File: config.mk
export PLATFORM = sky130hd
export DESIGN_NAME = seven_segment_number_display
export DESIGN_NICKNAME = d
export VERILOG_FILES = /design/src/hw/rtl/ssnd_pkg.sv /design/src/hw/rtl/seven_segment_number_display.sv
export SDC_FILE = /design/constraint.sdc
export NUM_CORES = 2
export LEC_CHECK = 0
export ABC_CLOCK_PERIOD_IN_PS = 8310
export BUFFER_PORTS_ARGS = -buffer_cell sky130_fd_sc_hd__buf_2
export CAP_MARGIN = 0
export CORE_MARGIN = 3
export CORE_UTILIZATION = 50
export CTS_BUF_LIST = sky130_fd_sc_hd__clkbuf_2 sky130_fd_sc_hd__clkbuf_4 sky130_fd_sc_hd__clkbuf_8
export DETAILED_ROUTE_END_ITERATION = 7
export PLACE_DENSITY = 0.72
export SYNTH_ARGS = -nofsm -noshare
export SYNTH_HDL_FRONTEND = slang
export SYNTH_SLANG_ARGS = --single-unit
File: constraint.sdc
create_clock -name clk_i -period 8.31 [get_ports clk_i]
set_clock_uncertainty 0.15 [all_clocks]
set_input_delay 0.4155 -clock clk_i [delete_from_list [all_inputs] [get_ports clk_i]]
set_output_delay 0.4155 -clock clk_i [all_outputs]
set_load 0.05 [all_outputs]
File: src/hw/rtl/ssnd_pkg.sv
// ----------------------------------------------------------------------------
// ssnd_pkg
// Constants, glyph patterns and helper functions for the number display.
// ----------------------------------------------------------------------------
`timescale 1ns / 1ps
`default_nettype none

package ssnd_pkg;

  // Number of display positions.
  localparam int DIGITS = 5;

  // Input value width and BCD working width.
  localparam int VALUE_W = 32;
  localparam int BCD_W   = 4 * DIGITS;

  // Position counter width, at least one bit.
  localparam int CNT_W = (DIGITS > 1) ? $clog2(DIGITS) : 1;

  // Field widths of one result.
  localparam int POS_W = 3;
  localparam int SEG_W = 8;

  // Decimal point sits on the units place in hundredths mode.
  localparam bit HAS_POINT = (DIGITS >= 3);
  localparam int POINT_POS = HAS_POINT ? DIGITS - 3 : 0;

  // Divide by 100 as multiply by reciprocal: floor(x * MAGIC / 2^37).
  localparam logic [VALUE_W-1:0] DIV100_MAGIC = 32'h51EB_851F;
  localparam int                 DIV100_SHIFT = 37;
  localparam int                 QUO_W        = 26;

  // Double-dabble conversion spread over register stages.
  localparam int DABBLE_STAGES = 4;
  localparam int DABBLE_STEPS  = VALUE_W / DABBLE_STAGES;

  // Prefix selector codes.
  localparam logic [1:0] PREFIX_DIGIT = 2'd0;
  localparam logic [1:0] PREFIX_H     = 2'd1;
  localparam logic [1:0] PREFIX_P     = 2'd2;

  // Glyph patterns; bit 7 is the decimal point.
  localparam logic [SEG_W-1:0] GLYPH_H   = 8'hDB;
  localparam logic [SEG_W-1:0] GLYPH_P   = 8'h9F;
  localparam logic [SEG_W-1:0] GLYPH_OFF = 8'h00;
  localparam logic [SEG_W-1:0] POINT_BIT = 8'h80;

  // Power of ten, evaluated at elaboration.
  function automatic logic [63:0] pow10(input int e);
    logic [63:0] p;
    p = 64'd1;
    for (int k = 0; k < e; k++) begin
      p = p * 64'd10;
    end
    return p;
  endfunction

  // Values at or above this limit drop two decimals in hundredths mode.
  localparam logic [63:0] LIMIT = pow10(DIGITS);

  // Segment pattern of one decimal digit.
  function automatic logic [SEG_W-1:0] seg_of_digit(input logic [3:0] d);
    logic [SEG_W-1:0] s;
    case (d)
      4'd0:    s = 8'h7E;
      4'd1:    s = 8'h48;
      4'd2:    s = 8'h3D;
      4'd3:    s = 8'h6D;
      4'd4:    s = 8'h4B;
      4'd5:    s = 8'h67;
      4'd6:    s = 8'h77;
      4'd7:    s = 8'h4C;
      4'd8:    s = 8'h7F;
      4'd9:    s = 8'h6F;
      default: s = GLYPH_OFF;
    endcase
    return s;
  endfunction

  // One double-dabble step: correct each BCD digit, then shift in one bit.
  // Carries out of the top digit are dropped, which keeps the value
  // modulo 10^DIGITS.
  function automatic logic [BCD_W-1:0] dabble_step(input logic [BCD_W-1:0] bcd,
                                                   input logic             bit_in);
    logic [BCD_W-1:0] adj;
    adj = bcd;
    for (int d = 0; d < DIGITS; d++) begin
      if (bcd[4*d +: 4] >= 4'd5) begin
        adj[4*d +: 4] = bcd[4*d +: 4] + 4'd3;
      end
    end
    return {adj[BCD_W-2:0], bit_in};
  endfunction

endpackage

`default_nettype wire

File: src/hw/rtl/seven_segment_number_display.sv
// ----------------------------------------------------------------------------
// seven_segment_number_display
// Converts one unsigned value into segment patterns for a multi-digit
// display, most significant position first, with prefix glyphs and an
// optional decimal point for values given in hundredths.
// ----------------------------------------------------------------------------
//
//   channel | direction | handshake          | payload
//   --------+-----------+--------------------+-----------------------------------
//   input   | in        | valid_i / stall_o  | value_i, mode_i, prefix_i
//   output  | out       | valid_o / stall_i  | digit_position_o, segments_o, last_o
//
// One input transfer yields five output transfers, one per cycle while the
// output does not stall; the output serializer sets the sustained item rate.
// The first result of an item passes through the input register, which holds
// the divide-by-100 product, then four double-dabble stages, the serializer
// and the output register.
// Reset clears every valid bit and the position counter; no clearing pass.
// A stall on the output holds the result and backs up through the stages,
// which buffer up to six items without loss or repetition.
// ----------------------------------------------------------------------------
`timescale 1ns / 1ps
`default_nettype none

module seven_segment_number_display (
  input  wire                             clk_i,
  input  wire                             rst_ni,
  // Input channel
  input  wire                             valid_i,
  output logic                            stall_o,
  input  wire  [ssnd_pkg::VALUE_W-1:0]    value_i,
  input  wire                             mode_i,
  input  wire  [1:0]                      prefix_i,
  // Output channel
  output logic                            valid_o,
  input  wire                             stall_i,
  output logic [ssnd_pkg::POS_W-1:0]      digit_position_o,
  output logic [ssnd_pkg::SEG_W-1:0]      segments_o,
  output logic                            last_o
);

  localparam int NST = ssnd_pkg::DABBLE_STAGES;

  // Side information carried beside the number.
  typedef struct packed {
    logic       mode;
    logic [1:0] prefix;
    logic       point;
  } side_t;

  // --------------------------------------------------------------------------
  // Stage 1: register the item and divide by 100 through the multiplier.
  // --------------------------------------------------------------------------
  logic                               s1_vld_q;
  logic [ssnd_pkg::VALUE_W-1:0]       s1_value_q;
  logic [ssnd_pkg::QUO_W-1:0]         s1_quo_q;
  logic                               s1_big_q;
  logic                               s1_mode_q;
  logic [1:0]                         s1_prefix_q;
  logic                               s1_en;
  logic [2*ssnd_pkg::VALUE_W-1:0]     prod;
  logic                               big;

  logic [NST-1:0] en;

  assign s1_en   = !s1_vld_q || en[0];
  assign stall_o = !s1_en;
  assign prod    = {{ssnd_pkg::VALUE_W{1'b0}}, value_i} *
                   {{ssnd_pkg::VALUE_W{1'b0}}, ssnd_pkg::DIV100_MAGIC};
  assign big     = mode_i && ({{(64 - ssnd_pkg::VALUE_W){1'b0}}, value_i} >= ssnd_pkg::LIMIT);

  always_ff @(posedge clk_i or negedge rst_ni) begin
    if (!rst_ni) begin
      s1_vld_q <= 1'b0;
    end else if (s1_en) begin
      s1_vld_q <= valid_i;
    end
  end

  always_ff @(posedge clk_i) begin
    if (s1_en) begin
      s1_value_q  <= value_i;
      s1_quo_q    <= prod[ssnd_pkg::DIV100_SHIFT +: ssnd_pkg::QUO_W];
      s1_big_q    <= big;
      s1_mode_q   <= mode_i;
      s1_prefix_q <= prefix_i;
    end
  end

  // --------------------------------------------------------------------------
  // Double-dabble stages: each shifts in a fixed slice of the binary value.
  // --------------------------------------------------------------------------
  logic                          d_vld_q  [NST];
  logic [ssnd_pkg::VALUE_W-1:0]  d_bin_q  [NST];
  logic [ssnd_pkg::BCD_W-1:0]    d_bcd_q  [NST];
  side_t                         d_side_q [NST];

  logic [ssnd_pkg::VALUE_W-1:0]  bin_in   [NST];
  logic [ssnd_pkg::BCD_W-1:0]    bcd_in   [NST];
  side_t                         side_in  [NST];
  logic                          vld_in   [NST];
  logic [ssnd_pkg::VALUE_W-1:0]  bin_d    [NST];
  logic [ssnd_pkg::BCD_W-1:0]    bcd_d    [NST];

  logic ser_free;

  // Stage inputs: the first stage picks the divided or the plain value.
  always_comb begin
    bin_in[0]         = s1_big_q ?
                        {{(ssnd_pkg::VALUE_W - ssnd_pkg::QUO_W){1'b0}}, s1_quo_q} :
                        s1_value_q;
    bcd_in[0]         = '0;
    side_in[0].mode   = s1_mode_q;
    side_in[0].prefix = s1_prefix_q;
    side_in[0].point  = ssnd_pkg::HAS_POINT && s1_mode_q && !s1_big_q;
    vld_in[0]         = s1_vld_q;
    for (int s = 1; s < NST; s++) begin
      bin_in[s]  = d_bin_q[s-1];
      bcd_in[s]  = d_bcd_q[s-1];
      side_in[s] = d_side_q[s-1];
      vld_in[s]  = d_vld_q[s-1];
    end
  end

  // Conversion steps of each stage.
  always_comb begin
    logic [ssnd_pkg::VALUE_W-1:0] tb;
    logic [ssnd_pkg::BCD_W-1:0]   tc;
    for (int s = 0; s < NST; s++) begin
      tb = bin_in[s];
      tc = bcd_in[s];
      for (int k = 0; k < ssnd_pkg::DABBLE_STEPS; k++) begin
        tc = ssnd_pkg::dabble_step(tc, tb[ssnd_pkg::VALUE_W-1]);
        tb = {tb[ssnd_pkg::VALUE_W-2:0], 1'b0};
      end
      bin_d[s] = tb;
      bcd_d[s] = tc;
    end
  end

  // A stage advances when it is empty or its successor takes its item.
  always_comb begin
    en[NST-1] = !d_vld_q[NST-1] || ser_free;
    for (int s = NST - 2; s >= 0; s--) begin
      en[s] = !d_vld_q[s] || en[s+1];
    end
  end

  always_ff @(posedge clk_i or negedge rst_ni) begin
    if (!rst_ni) begin
      for (int s = 0; s < NST; s++) begin
        d_vld_q[s] <= 1'b0;
      end
    end else begin
      for (int s = 0; s < NST; s++) begin
        if (en[s]) begin
          d_vld_q[s] <= vld_in[s];
        end
      end
    end
  end

  always_ff @(posedge clk_i) begin
    for (int s = 0; s < NST; s++) begin
      if (en[s]) begin
        d_bin_q[s]  <= bin_d[s];
        d_bcd_q[s]  <= bcd_d[s];
        d_side_q[s] <= side_in[s];
      end
    end
  end

  // --------------------------------------------------------------------------
  // Serializer: holds one converted item and hands out one digit per cycle while the output is not stalled.
  // --------------------------------------------------------------------------
  logic                          ser_vld_q;
  logic [ssnd_pkg::BCD_W-1:0]    ser_bcd_q;
  side_t                         ser_side_q;
  logic [ssnd_pkg::CNT_W-1:0]    cnt_q;
  logic                          cnt_last;
  logic                          ser_load;
  logic                          out_free;
  logic                          emit;
  logic [ssnd_pkg::CNT_W-1:0]    dig_idx;
  logic [3:0]                    digit;
  logic [ssnd_pkg::SEG_W-1:0]    seg;

  logic                          out_vld_q;
  logic [ssnd_pkg::POS_W-1:0]    out_pos_q;
  logic [ssnd_pkg::SEG_W-1:0]    out_seg_q;
  logic                          out_last_q;

  assign out_free = !out_vld_q || !stall_i;
  assign emit     = ser_vld_q && out_free;
  assign cnt_last = (cnt_q == ssnd_pkg::CNT_W'(ssnd_pkg::DIGITS - 1));
  assign ser_free = !ser_vld_q || (emit && cnt_last);
  assign ser_load = d_vld_q[NST-1] && ser_free;
  assign dig_idx  = ssnd_pkg::CNT_W'(ssnd_pkg::DIGITS - 1) - cnt_q;

  // Segment pattern of the current position.
  always_comb begin
    digit = 4'd0;
    for (int d = 0; d < ssnd_pkg::DIGITS; d++) begin
      if (ssnd_pkg::CNT_W'(d) == dig_idx) begin
        digit = ser_bcd_q[4*d +: 4];
      end
    end
    seg = ssnd_pkg::seg_of_digit(digit);
    if (!ser_side_q.mode && cnt_q == '0 && ser_side_q.prefix != ssnd_pkg::PREFIX_DIGIT) begin
      case (ser_side_q.prefix)
        ssnd_pkg::PREFIX_H: seg = ssnd_pkg::GLYPH_H;
        ssnd_pkg::PREFIX_P: seg = ssnd_pkg::GLYPH_P;
        default:            seg = ssnd_pkg::GLYPH_OFF;
      endcase
    end
    if (ser_side_q.point && cnt_q == ssnd_pkg::CNT_W'(ssnd_pkg::POINT_POS)) begin
      seg = seg | ssnd_pkg::POINT_BIT;
    end
  end

  // Serializer control and output register.
  always_ff @(posedge clk_i or negedge rst_ni) begin
    if (!rst_ni) begin
      ser_vld_q <= 1'b0;
      cnt_q     <= '0;
      out_vld_q <= 1'b0;
    end else begin
      if (ser_load) begin
        ser_vld_q <= 1'b1;
        cnt_q     <= '0;
      end else if (emit) begin
        if (cnt_last) begin
          ser_vld_q <= 1'b0;
        end
        cnt_q <= cnt_q + 1'b1;
      end
      if (emit) begin
        out_vld_q <= 1'b1;
      end else if (!stall_i) begin
        out_vld_q <= 1'b0;
      end
    end
  end

  always_ff @(posedge clk_i) begin
    if (ser_load) begin
      ser_bcd_q  <= d_bcd_q[NST-1];
      ser_side_q <= d_side_q[NST-1];
    end
    if (emit) begin
      out_pos_q  <= ssnd_pkg::POS_W'(cnt_q);
      out_seg_q  <= seg;
      out_last_q <= cnt_last;
    end
  end

  assign valid_o          = out_vld_q;
  assign digit_position_o = out_pos_q;
  assign segments_o       = out_seg_q;
  assign last_o           = out_last_q;

endmodule

`default_nettype wire

==> metrics <==
Iteration-0 DRC Markers 2211; final instance area 0.04234 mm2; Min Hold Slack 31.69 ps; Final Hold Vio Count 0; DP Worst Slack 31.69 ps; Crit Path Class in -> reg; slew margin rel. 29.37%; post-synthesis adder-cell area fraction 36.62%; Avg Inst Size Synth 9.557 um2; deepest clock path buffer count 3; nature of the critical path endpoint register; mux share of post-synthesis cell area 4.099%; min Tclk post-route 7764 ps; first-pass GRT wire length 153000 um; Final ANT Viol Nets 0; Total GRT Usage 22.72%; Synth Area in Simple Gates 12.15%; violated checks design-rule violations; share of post-route cells with drive strength above 1 11.34%; Final nets 5170; WP data arrival 7960 ps; CTS tree built; P&R area growth vs syn 7.275%; Final HPWL DP 76160 um; ys flop type edfxtp_1; Cell Rows 102; Cell Area, Synth 0.03947 mm2; # clock sinks 242; Mapped Cells 4130; Worst-Margin Slew 1057 ps; Synth Warn # 0; RePlAce Congestion 0.9963; CTS Buf Count 44; most frequent CP cell fa_1; worst min path class in -> async; Die Wd 287.0 um; CTS Root Cell clkbuf_8; WL final 92190 um; Initial Utilization 50.70%; Vias 30381; main combinational cell family by area after synthesis adder cells; Synth Area in Compound Gates 18.92%; 1st-pass router iterations 8; Slew Limit Fails 0; Async S/R FF share, synth 4.132%; max cap viols 0; CP required 8510 ps; Die Y-Extent 287.0 um; Worst path slowest cell fa_1; CTS clk-pin slew, worst paths 60 ps; largest net degree at the start of global routing 40; startpoint types input port; Setup-failing EPs final 0; Critical Path Max Stage Delay 540 ps; Placed Area 0.04120 mm2; period utilization 93.43%; routed vias/inst 5.741; setup TNS 0 ps; status finished, violations left; WL/cell 17.42 um; syn nets 5085; Buffers on Ports 52; GRT overflow 0; Netlist cell types 149; CP max FO 6; Synth Area in XOR/XNOR 2.685%; initial antenna violation count 4; Post-synth EDFFs 232; die area 0.08235 mm2; Yosys reg bits 242; CTS HTree Levels 2; Core ar. 0.07785 mm2; fmax 128.8 MHz; I/O pins 53; vias in the first global route 29672; DR DRC count 7; sequential element share of the synthesized area 18.28%; final setup margin 545.8 ps; unrepaired setup endpoints after global routing no; Skew-Pair Late Insertion Delay 640 ps
==> cell type report <==
type	instances	area [um2]
Clock buffer	55	700.7
Timing Repair Buffer	144	968.4
Tap cell	1040	1301
Clock inverter	27	347.8
Multi-Input combinational cell	3151	29430
Fill cell	6815	35510
Antenna cell	1	2.502
Inverter	632	2372
Sequential cell	242	7217
==> worst paths after layout <==
check / startpoint / endpoint / slack, ps / cells after the start
worst max-delay path: value_i[30] / s1_quo_q[22]$_DFFE_PN_ / 550 / 29
worst min-delay path: rst_ni / cnt_q[2]$_DFFE_PN0P_ / 30 / 2
worst max register to register: d_bcd_q[2][4]$_DFFE_PP_ / d_bcd_q[3][11]$_DFFE_PP_ / 850 / 30
worst min register to register: d_bin_q[1][16]$_DFFE_PP_ / d_bcd_q[2][0]$_DFFE_PP_ / 200 / 0
max in group asynchronous: rst_ni / d_vld_q[3]$_DFFE_PN0P_ / 7700 / 2
min in group clk_i: value_i[25] / s1_value_q[25]$_DFFE_PN_ / 100 / 1
==> registers in the layout, indices dropped and copies added (netlist names), 2 cells and up <==
register,count
d_bin_q,48
ser_bcd_q,20
d_vld_q,4
s1_prefix_q,2
digit_position_o,3
s1_value_q,32
cnt_q,3
segments_o,8
d_bcd_q,70
d_side_q,16
s1_quo_q,26
ser_side_q,4
==> critical path, delay by kind of cell <==
family / cells / cell delay [ps]
adders and majority gates: 8 / 3850
AOI/OAI and AO/OA: 7 / 1750
buffers and inverters: 7 / 1110
and+or+nand+nor: 6 / 720
xor gates and xnor gates: 1 / 110
==> cell usage after synthesis, drive strengths merged (9+ instances only) <==
cell	instances	area, um2
nand2	257	974.7
o21bai	13	112.6
fa	389	7787
nor3	64	369.1
a22oi	27	241.5
mux2i	81	870.8
xnor2	73	744.5
a31o	13	113.9
a21o	61	468.0
o31ai	17	137.6
inv	631	2369
o22ai	30	193.9
nand3	63	325.3
nor2	261	989.7
a311oi	14	135.1
mux2	60	679.4
a21oi	207	1100
a211o	18	158.9
a21boi	29	221.5
o211ai	84	679.4
nand3b	12	90.09
o21a	39	294.0
a31oi	44	312.8
nor3b	19	157.7
a2111oi	12	107.6
and3	24	150.1
edfxtp	232	6967
nand2b	72	483.0
or3	24	160.2
ha	527	6594
nor2b	40	250.2
a22o	9	78.83
or2	33	206.5
o211a	17	170.2
and2	35	221.5
o21ai	205	1079
dfrtp	10	250.2
a221oi	17	197.7
buf	43	254.0
nand4	16	100.1
clkbuf	62	234.0
nor4	17	133.9
xor2	27	270.3
a211oi	61	555.5
o221ai	14	128.9
==> cell families (layout without fill, tap and decap cells) <==
logic type / count (synthesis) / after routing
mux: 144 / 144
compound gates: 1024 / 1024
xor+xnor: 102 / 102
other cells: 0 / 1
fa+ha+maj: 923 / 923
buf+inv: 737 / 858
simple gates: 958 / 958
flops: 242 / 242
==> repair_timing <==
action                                  in CTS  in global routing
gates resized for setup                      0                  4
setup buffers                                0                  1
endpoints found under the setup margin       0                  2
hold buffers                                 7                  0
hold endpoints to repair                    16                  0
==> cells in the final DEF, fill, tap and decap left out, types with 16 or more instances in the layout <==
| master | count |
|---|---|
| o21a_1 | 38 |
| o22ai_1 | 29 |
| a211oi_2 | 18 |
| nand3_1 | 59 |
| clkbuf_8 | 46 |
| and2_1 | 34 |
| nor3_1 | 58 |
| edfxtp_1 | 232 |
| a31oi_1 | 38 |
| nor3b_1 | 16 |
| nand4_1 | 16 |
| a22oi_1 | 21 |
| nor2b_1 | 39 |
| mux2_2 | 59 |
| xnor2_1 | 62 |
| xor2_1 | 24 |
| o21ai_1 | 35 |
| buf_4 | 85 |
| buf_2 | 52 |
| a211oi_1 | 42 |
| a21boi_0 | 19 |
| o211ai_1 | 76 |
| a211o_1 | 17 |
| ha_1 | 527 |
| or2_2 | 16 |
| inv_1 | 621 |
| fa_1 | 389 |
| mux2i_1 | 72 |
| o211a_1 | 17 |
| nor2_1 | 257 |
| nand2_1 | 252 |
| and3_1 | 24 |
| nand2b_1 | 67 |
| o21ai_0 | 158 |
| a21o_1 | 58 |
| or3_1 | 22 |
| a21oi_1 | 193 |
==> routing by layer <==
metal | GRT usage [%] | wire length, um | vias to the layer above
met5 | 0 | 21 | -
li1 | - | - | 14771
met2 | 37.18 | 42890 | 758
met4 | 5.563 | 2101 | 4
met3 | 3.394 | 5707 | 134
met1 | 31.73 | 41470 | 14714
==> stage by stage <==
step | util, % | cells
finish | 54.39 | 5292
global route | 54.39 | 5292
CTS | 54.36 | 5290
detailed placement | 52.92 | 5201
global placement | 52.92 | 5201
floorplan | - | 4130
Power is left out: the tool's default activity adds up to more than one toggle a clock period on the data nets, which glitch-free logic cannot reach.
